File: config.mk
export PLATFORM = sky130hd
export DESIGN_NAME = gas_cell
export DESIGN_NICKNAME = d
export VERILOG_FILES = /design/src/sv/gas_pkg.sv /design/src/sv/gas_cell.sv
export SDC_FILE = /design/constraint.sdc
export NUM_CORES = 1
export LEC_CHECK = 0
export BUFFER_PORTS_ARGS = -buffer_cell sky130_fd_sc_hd__buf_2
export CORE_MARGIN = 3
export CORE_UTILIZATION = 55
export CTS_CLUSTER_DIAMETER = 150
export DETAILED_ROUTE_END_ITERATION = 16
export GPL_TIMING_DRIVEN = 0
export PLACE_DENSITY = 0.77
export SKIP_CTS_REPAIR_TIMING = 1
export SLEW_MARGIN = 20
export SYNTH_ARGS = -nofsm -noshare
export SYNTH_HDL_FRONTEND = slang
export SYNTH_SLANG_ARGS = --single-unit
File: constraint.sdc
create_clock -name clk -period 16.7 [get_ports clk]
set_clock_uncertainty 0.05 [all_clocks]
set_input_delay 3.34 -clock clk [delete_from_list [all_inputs] [get_ports clk]]
set_output_delay 3.34 -clock clk [all_outputs]
set_load 0.005 [all_outputs]
File: src/sv/gas_pkg.sv
// Shared types, constants and helpers for the global alignment score unit.
package gas_pkg;

  // Field and register widths
  localparam int SYM_W   = 8;
  localparam int CFG_W   = 5;
  localparam int SCORE_W = 18;
  localparam int WIDE_W  = SCORE_W + 2;
  localparam int CIDX_W  = 2;

  // Default query capacity
  localparam int MAX_QUERY_LEN_DEF = 1024;

  // Configuration register indexes
  localparam logic [CIDX_W-1:0] REG_MATCH    = 2'd0;
  localparam logic [CIDX_W-1:0] REG_MISMATCH = 2'd1;
  localparam logic [CIDX_W-1:0] REG_GAP      = 2'd2;

  // Configuration reset values
  localparam logic signed [CFG_W-1:0] MATCH_RST    = 5'sd1;
  localparam logic signed [CFG_W-1:0] MISMATCH_RST = -5'sd1;
  localparam logic signed [CFG_W-1:0] GAP_RST      = -5'sd2;

  // Saturation limits of a score cell
  localparam logic signed [WIDE_W-1:0] SCORE_HI = WIDE_W'(131071);
  localparam logic signed [WIDE_W-1:0] SCORE_LO = -WIDE_W'(131072);

  // One wavefront element handed from cell to cell
  typedef struct packed {
    logic                      valid;
    logic                      first;
    logic                      last;
    logic [SYM_W-1:0]          sym;
    logic signed [SCORE_W-1:0] left_new;  // this row, column to the left
    logic signed [SCORE_W-1:0] left_old;  // previous row, column to the left
    logic signed [SCORE_W-1:0] row0;      // first row, column to the left
  } gas_token_t;

  // Saturate a widened sum to the score range
  function automatic logic signed [SCORE_W-1:0] clamp_score(
    input logic signed [WIDE_W-1:0] v
  );
    logic signed [SCORE_W-1:0] r;
    if (v > SCORE_HI) begin
      r = SCORE_HI[SCORE_W-1:0];
    end else if (v < SCORE_LO) begin
      r = SCORE_LO[SCORE_W-1:0];
    end else begin
      r = v[SCORE_W-1:0];
    end
    return r;
  endfunction

endpackage

File: src/sv/gas_cell.sv
// One systolic cell: holds one query symbol and its column of the score row.
module gas_cell #(
  parameter int IDX   = 0,
  parameter int LEN_W = 11
) (
  input  logic                               clk,
  input  logic                               rst,
  input  logic                               advance,
  input  logic                               clear,
  input  logic                               load_we,
  input  logic [LEN_W-1:0]                   load_idx,
  input  logic [gas_pkg::SYM_W-1:0]          load_sym,
  input  logic signed [gas_pkg::CFG_W-1:0]   match_score,
  input  logic signed [gas_pkg::CFG_W-1:0]   mismatch_score,
  input  logic signed [gas_pkg::CFG_W-1:0]   gap_score,
  input  gas_pkg::gas_token_t                tok_in,
  output gas_pkg::gas_token_t                tok_out
);
  import gas_pkg::*;

  logic [SYM_W-1:0]          qsym;
  logic                      active;
  logic signed [SCORE_W-1:0] cell_score;

  logic                      hit;
  logic signed [SCORE_W-1:0] row0_self;
  logic signed [SCORE_W-1:0] up;
  logic signed [CFG_W-1:0]   pair;
  logic signed [WIDE_W-1:0]  from_diag;
  logic signed [WIDE_W-1:0]  from_up;
  logic signed [WIDE_W-1:0]  from_left;
  logic signed [WIDE_W-1:0]  best;
  logic signed [SCORE_W-1:0] new_score;
  gas_token_t                tok_next;

  assign hit = load_we && (load_idx == LEN_W'(IDX));

  // Hold the query symbol and its valid flag
  always_ff @(posedge clk) begin
    if (rst) begin
      active <= 1'b0;
    end else if (hit) begin
      active <= 1'b1;
    end else if (clear) begin
      active <= 1'b0;
    end
    if (hit) begin
      qsym <= load_sym;
    end
  end

  // Compute this column's cell for the passing row
  always_comb begin
    row0_self = clamp_score(WIDE_W'(tok_in.row0) + WIDE_W'(gap_score));
    up        = tok_in.first ? row0_self : cell_score;
    pair      = (qsym == tok_in.sym) ? match_score : mismatch_score;
    from_diag = WIDE_W'(tok_in.left_old) + WIDE_W'(pair);
    from_up   = WIDE_W'(up) + WIDE_W'(gap_score);
    from_left = WIDE_W'(tok_in.left_new) + WIDE_W'(gap_score);
    best      = (from_diag > from_up) ? from_diag : from_up;
    best      = (best > from_left) ? best : from_left;
    new_score = clamp_score(best);

    tok_next = tok_in;
    if (active) begin
      tok_next.left_new = new_score;
      tok_next.left_old = up;
      tok_next.row0     = row0_self;
    end
  end

  // Advance the wavefront and store the new column value
  always_ff @(posedge clk) begin
    if (rst) begin
      tok_out.valid <= 1'b0;
    end else if (advance) begin
      tok_out <= tok_next;
    end
    if (advance && tok_in.valid && active) begin
      cell_score <= new_score;
    end
  end

endmodule

==> impl_metrics.env, run 1 <==
export IMPL_status="finished clean"
export IMPL_clkPwrFrac_pct=17.7
export IMPL_total_power_uw=1210
export IMPL_fin_crit_ps=15060
export IMPL_met3_usage_pct=3.54
export IMPL_cts_sinks=92
export IMPL_clkTransAtPathRegs_ps=80
export IMPL_use_met1_pct=37.6
export IMPL_syn_to_final_growth_pct=16.0
export IMPL_hold_violations=0
export IMPL_fillCellCount=1344
export IMPL_setup_tns_ps=0
export IMPL_cts_path_max_buffers=2
export IMPL_p_int_uw=667
export IMPL_async_reset_ff_share_pct=0
export IMPL_firstDrtPassIters=6
export IMPL_ys_ff_latch=92
export IMPL_avgSynthCellArea_um2=9.32
export IMPL_worstPathArrival_ps=15100
export IMPL_grt_overflow_total=0
export IMPL_worst_pin_slew_ps=1030
export IMPL_fin_crit_sh_pct=90.2
export IMPL_yosys_area_top_type="edfxtp_1"
export IMPL_cts_inserted_buffers=9
export IMPL_drt_iter0_drc=736
export IMPL_synthCells=981
export IMPL_clk_latency_ps=360
export IMPL_dp_hpwl_um=20600
export IMPL_timing_fmax_mhz=66.4
export IMPL_required_ps=16740
export IMPL_p_leak_uw=0.00449
export IMPL_hold_class="reg2reg"
export IMPL_ys_types=77
export IMPL_cp_max_fo=42
export IMPL_synth_top_area_share_pct=29.5
export IMPL_p_switching_uw=543
export IMPL_grt_pass1_vias=7786
export IMPL_vias_per_cell=6.07
export IMPL_pwr_share_comb_pct=58.9
export IMPL_placed_area_mm2=0.0103
export IMPL_pre_cts_ws_ps=1570
export IMPL_die_width_um=135
export IMPL_top_usage_layer="met2"
export IMPL_start_util_pct=57.0
export IMPL_die_h_um=135
export IMPL_cts_root_buf="clkbuf_16"
export IMPL_vias=8394
export IMPL_synthFlopType="edfxtp_1"
export IMPL_fin_nets=1378
export IMPL_grt_usage_pct=27.6
export IMPL_die_area_mm2=0.0182
export IMPL_grt_met2_usage_pct=45.9
export IMPL_p_per_area_mw_per_mm2=114
export IMPL_grt_max_degree=43
export IMPL_post_synth_top_count_cell="ha_1"
export IMPL_placementRows=46
export IMPL_ys_seq_area_share_pct=30.0
export IMPL_final_cell_area_mm2=0.0106
export IMPL_drc_errors=0
export IMPL_pwr_share_seq_pct=23.5
export IMPL_synth_edf_count=90
export IMPL_peakVddDrop_uv=67.0
export IMPL_synth_commonest_cells="ha_1 (108), edfxtp_1 (90), a21oi_1 (86), nor2_1 (82), o21ai_0 (59)"
export IMPL_cpPeakStageDelay_ps=840
export IMPL_synth_area_mm2=0.00915
export IMPL_setup_viol=0
export IMPL_syn_nets=1197
export IMPL_cts_tree="yes"
export IMPL_drive_above_1_share_pct=22.7
export IMPL_maxCapViolCount=0
export IMPL_synthTopCellsByArea="edfxtp_1 (30%), ha_1 (15%), a21oi_1 (4.7%)"
export IMPL_wl_per_cell_um=18.5
export IMPL_antenna_found_initial=0
export IMPL_end_kind="flip-flop"
export IMPL_grt_setup_unrepaired="false"
export IMPL_path_class="in2reg"
export IMPL_synth_warnings=0
export IMPL_diodes=0
export IMPL_crit_path_start_kind="primary input"
export IMPL_grt_pass1_wl_um=40000
export IMPL_io_pins=169
export IMPL_layout_setup_ws_ps=1640
export IMPL_core_mm2=0.0161
export IMPL_slew_viol_final=0
export IMPL_slew_headroom_pct=31.6
export IMPL_wl_um=25700
export IMPL_portBuffers=168
export IMPL_cp_slowest_cell="a221oi_1"
export IMPL_ant_nets=0
export IMPL_cts_htree_levels=3
export IMPL_swShare_pct=44.9
export IMPL_gp_congestion=0.916
[cell usage in the layout, fill, tap and decap left out, drive strengths merged, types with 3 or more instances in the layout]
| master | n |
|---|---|
| buf | 181 |
| ha | 108 |
| edfxtp | 90 |
| a21oi | 87 |
| nor2 | 82 |
| o21ai | 62 |
| nand2 | 58 |
| inv | 41 |
| mux2 | 34 |
| nor3 | 34 |
| xnor2 | 32 |
| clkbuf | 31 |
| xor2 | 30 |
| a21o | 30 |
| nand2b | 28 |
| a211oi | 27 |
| o221ai | 20 |
| nand3 | 19 |
| and2 | 18 |
| nor2b | 17 |
| o21a | 15 |
| a31oi | 11 |
| nor4 | 10 |
| mux2i | 8 |
| nand4 | 7 |
| o211ai | 7 |
| o21bai | 6 |
| o31a | 6 |
| and3 | 6 |
| o31ai | 5 |
| a21boi | 5 |
| or3 | 5 |
| fa | 4 |
| o22ai | 3 |
| a211o | 3 |
| or2 | 3 |
[routing by layer]
metal  vias up  share of wire (%)
li1       4075                  -
met2       365                 46
met3        46                7.8
met5         -                  0
met1      3908                 43
met4         0                2.5
[logic make-up after synthesis]
| family | after synthesis | share of synthesized area [%] |
|---|---|---|
| AOI/OAI and AO/OA | 306 | 23.4 |
| DFF | 92 | 30.0 |
| adders and majority gates | 114 | 15.9 |
| and+or+nand+nor | 296 | 16.1 |
| buffers and inverters | 69 | 3.64 |
| xor gates and xnor gates | 62 | 5.94 |
| muxes | 42 | 5.10 |
[worst max-delay path, delay by kind of cell]
family / cells / cell delay, ps
AOI/OAI and AO/OA: 24 / 5960
xor gates and xnor gates: 1 / 100
buffers and inverters: 4 / 1530
adders and majority gates: 4 / 1330
and+or+nand+nor: 8 / 2000
muxes: 2 / 750
[flip-flops by register name (all words and copies together) (netlist names)]
name / cells
tok_out: 65
cell_score: 18
active: 1
qsym: 8
[cell type report]
type | instances | area (µm²) | area share, %
Multi-Input combinational cell | 820 | 6080 | 57.3
Sequential cell | 92 | 2740 | 25.8
Timing Repair Buffer | 170 | 888 | 8.37
Tap cell | 216 | 270 | 2.55
Clock buffer | 9 | 225 | 2.12
Buffer | 33 | 198 | 1.86
Inverter | 36 | 135 | 1.27
Clock inverter | 7 | 75.1 | 0.707
[power groups by stage]
| stage | Sequential [µW] | Combinational, µW | Clock (µW) |
|---|---|---|---|
| 3_5_place_dp | 290 | 692 | 0 |
| 3_3_place_gp | 290 | 678 | 0 |
| 6_report | 284 | 713 | 214 |
| 5_1_grt | 285 | 785 | 227 |
| 4_1_cts | 284 | 698 | 217 |
| 2_1_floorplan | 292 | 515 | 0 |
[final timing paths]
| check | depth (start not counted) | to | slack [ps] | startpoint |
|---|---|---|---|---|
| setup / recovery | 43 | cell_score[9]$_DFFE_PP_ | 1640 | gap_score[4] |
| hold / removal | 2 | tok_out[64]$_SDFFE_PP0P_ | 460 | tok_out[64]$_SDFFE_PP0P_ |
| setup reg to reg | 36 | cell_score[9]$_DFFE_PP_ | 7080 | qsym[0]$_DFFE_PP_ |
| hold reg to reg | 2 | tok_out[64]$_SDFFE_PP0P_ | 460 | tok_out[64]$_SDFFE_PP0P_ |
[per-stage QoR]
| stage | std cells | hold WS, ps | utilization (%) |
|---|---|---|---|
| 2_1_floorplan | 981 | 435 | - |
| 4_1_cts | 1383 | 465 | 66.1 |
| 3_3_place_gp | 1365 | 427 | 63.9 |
| 6_report | 1383 | 459 | 66.1 |
| 3_5_place_dp | 1367 | 447 | 64.2 |
| 5_1_grt | 1383 | 502 | 66.1 |
(Power assumes the default switching activity.)
==> run 2: changes to the inputs <==
Settings changed: RECOVER_POWER set to 100, SLEW_MARGIN 20 to 15.
Clock period 16.7 ns to 15.03 ns, I/O delays scaled along.
==> run 2 against run 1 <==
The flow now finishes with violations (max-capacitance violations, max-slew violations). Non-clock buffer count unchanged. Sequential cell count unchanged. Routed wire length grew 0.78%. Critical endpoint is now tok_out[44]$_DFFE_PP_. Largest cell class unchanged.
==> impl_metrics.env, run 2 (same netlist as run 1, synthesis figures left out) <==
export IMPL_fin_crit_ps=14340
export IMPL_critPathMostFrequentCell="a21o_1"
export IMPL_start_util_pct=57.0
export IMPL_regToRegStartpoint="qsym[0]$_DFFE_PP_"
export IMPL_vias=8373
export IMPL_placementRows=46
export IMPL_final_common_cell="buf_2"
export IMPL_whs_endpoint="tok_out[64]$_SDFFE_PP0P_"
export IMPL_cts_htree_levels=3
export IMPL_dp_hpwl_um=20600
export IMPL_grt_usage_pct=27.4
export IMPL_clkTransAtPathRegs_ps=80
export IMPL_cts_path_max_buffers=2
export IMPL_die_width_um=135
export IMPL_wl_um=25900
export IMPL_final_util_pct=64.8
export IMPL_portBuffers=168
export IMPL_regMostFlops="tok_out"
export IMPL_timing_fmax_mhz=69.7
export IMPL_maxCapViolCount=1
export IMPL_r2r_end="tok_out[44]$_DFFE_PP_"
export IMPL_min_delay_start="tok_out[64]$_SDFFE_PP0P_"
export IMPL_violations="max-capacitance violations, max-slew violations"
export IMPL_ff2ff_path_depth=38
export IMPL_vias_per_cell=6.05
export IMPL_hold_path_depth=2
export IMPL_die_h_um=135
export IMPL_fin_crit_sh_pct=95.4
export IMPL_fin_nets=1378
export IMPL_ant_nets=0
export IMPL_slew_headroom_pct=-10.4
export IMPL_required_ps=15150
export IMPL_worstPathArrival_ps=14470
export IMPL_p_leak_uw=0.00433
export IMPL_drive_above_1_share_pct=17.1
export IMPL_hold_violations=0
export IMPL_top_regs="tok_out x65, cell_score x18, qsym x8"
export IMPL_layout_common_cells="buf_2 (128), ha_1 (108), edfxtp_1 (90)"
export IMPL_core_mm2=0.0161
export IMPL_grt_overflow_total=0
export IMPL_route_met2_wl_um=11900
export IMPL_firstDrtPassIters=5
export IMPL_cts_sinks=92
export IMPL_clk_latency_ps=370
export IMPL_met3_wirelength_um=1750
export IMPL_cts_inserted_buffers=9
export IMPL_wl_per_cell_um=18.7
export IMPL_antenna_found_initial=0
export IMPL_wl_met1_um=11400
export IMPL_cp_max_fo=10
export IMPL_r2r_setup_slack_ps=5350
export IMPL_cp_slowest_cell="a221oi_2"
export IMPL_worst_pin_slew_ps=1660
export IMPL_status="finished, violations left"
export IMPL_path_class="in2reg"
export IMPL_fillCellCount=1392
export IMPL_die_area_mm2=0.0182
export IMPL_diodes=0
export IMPL_largest_reg_flops=65
export IMPL_drc_errors=0
export IMPL_cts_root_buf="clkbuf_16"
export IMPL_setup_viol=0
export IMPL_routed_top_layer="met4"
export IMPL_setup_tns_ps=0
export IMPL_peakVddDrop_uv=69.0
export IMPL_p_per_area_mw_per_mm2=126
export IMPL_grt_pass1_wl_um=39400
export IMPL_syn_to_final_growth_pct=13.8
export IMPL_io_pins=169
export IMPL_grt_pass1_vias=7632
export IMPL_slew_viol_final=31
export IMPL_grt_setup_unrepaired="false"
export IMPL_cpPeakStageDelay_ps=640
export IMPL_hold_class="reg2reg"
export IMPL_grt_max_degree=43
export IMPL_drt_iter0_drc=602
export IMPL_crit_path_start_kind="primary input"
export IMPL_end_kind="flip-flop"
export IMPL_cts_tree="yes"
export IMPL_gp_congestion=0.916
-- run 2: cell types whose count changed in the layout (fill, tap and decap cells not counted), moves of 8 or more --
cell      before  now
clkbuf_1      22   65
a211oi_2      10    2
buf_2        169  128
a211oi_1      16   24
o221ai_1       9   17
o221ai_2      11    3
-- run 2: power by group --
part | switching (µW) | internal (µW) | total, µW
combinational | 470 | 293 | 763
clock | 119 | 117 | 235
sequential | 2.64 | 314 | 316
-- run 2: per-layer routing --
| metal | GRT usage [%] | vias to the layer above |
|---|---|---|
| li1 | - | 4084 |
| met1 | 37.7 | 3904 |
| met2 | 44.8 | 341 |
| met3 | 2.57 | 44 |
| met4 | 11.0 | 0 |
| met5 | 0 | - |
-- run 2: how the worst max path moves through the flow --
stage	from	to	slack (ps)	cells past startpoint
detailed placement	gap_score[4]	cell_score[9]$_DFFE_PP_	290	44
floorplan	gap_score[0]	cell_score[10]$_DFFE_PP_	2610	47
CTS	gap_score[4]	cell_score[9]$_DFFE_PP_	640	44
global placement	gap_score[4]	cell_score[9]$_DFFE_PP_	350	44
global route	gap_score[0]	tok_out[44]$_DFFE_PP_	60	49
finish	gap_score[1]	tok_out[44]$_DFFE_PP_	690	47
-- run 2: metrics by stage --
step | area (µm²) | power (µW) | cells | hold slack [ps] | worst slack [ps]
2_1_floorplan | 9150 | 897 | 981 | 435 | 2610
4_1_cts | 10600 | 1330 | 1383 | 462 | 635
6_report | 10400 | 1310 | 1383 | 465 | 687
5_1_grt | 10400 | 1400 | 1383 | 505 | 63.5
3_3_place_gp | 10300 | 1080 | 1365 | 427 | 347
3_5_place_dp | 10300 | 1090 | 1367 | 445 | 293
-- run 2: layout make-up --
class	count	area [µm²]	share of cell area (%)
buffer	33	178	1.71
clock buffer	9	225	2.16
clock inverter	7	62.6	0.601
inverter	36	135	1.30
multi-input combinational	820	5990	57.6
sequential	92	2740	26.4
tap	216	270	2.60
timing repair buffer	170	801	7.70
-- run 2: critical path: cells and delay by family --
kind,cells,cell delay (ps)
AO/OA/AOI/OAI,25,6110
AND/OR/NAND/NOR,10,2330
adder cells (fa/ha/maj),4,1400
buffers and inverters,6,1260
multiplexers,1,240
XOR/XNOR,1,100
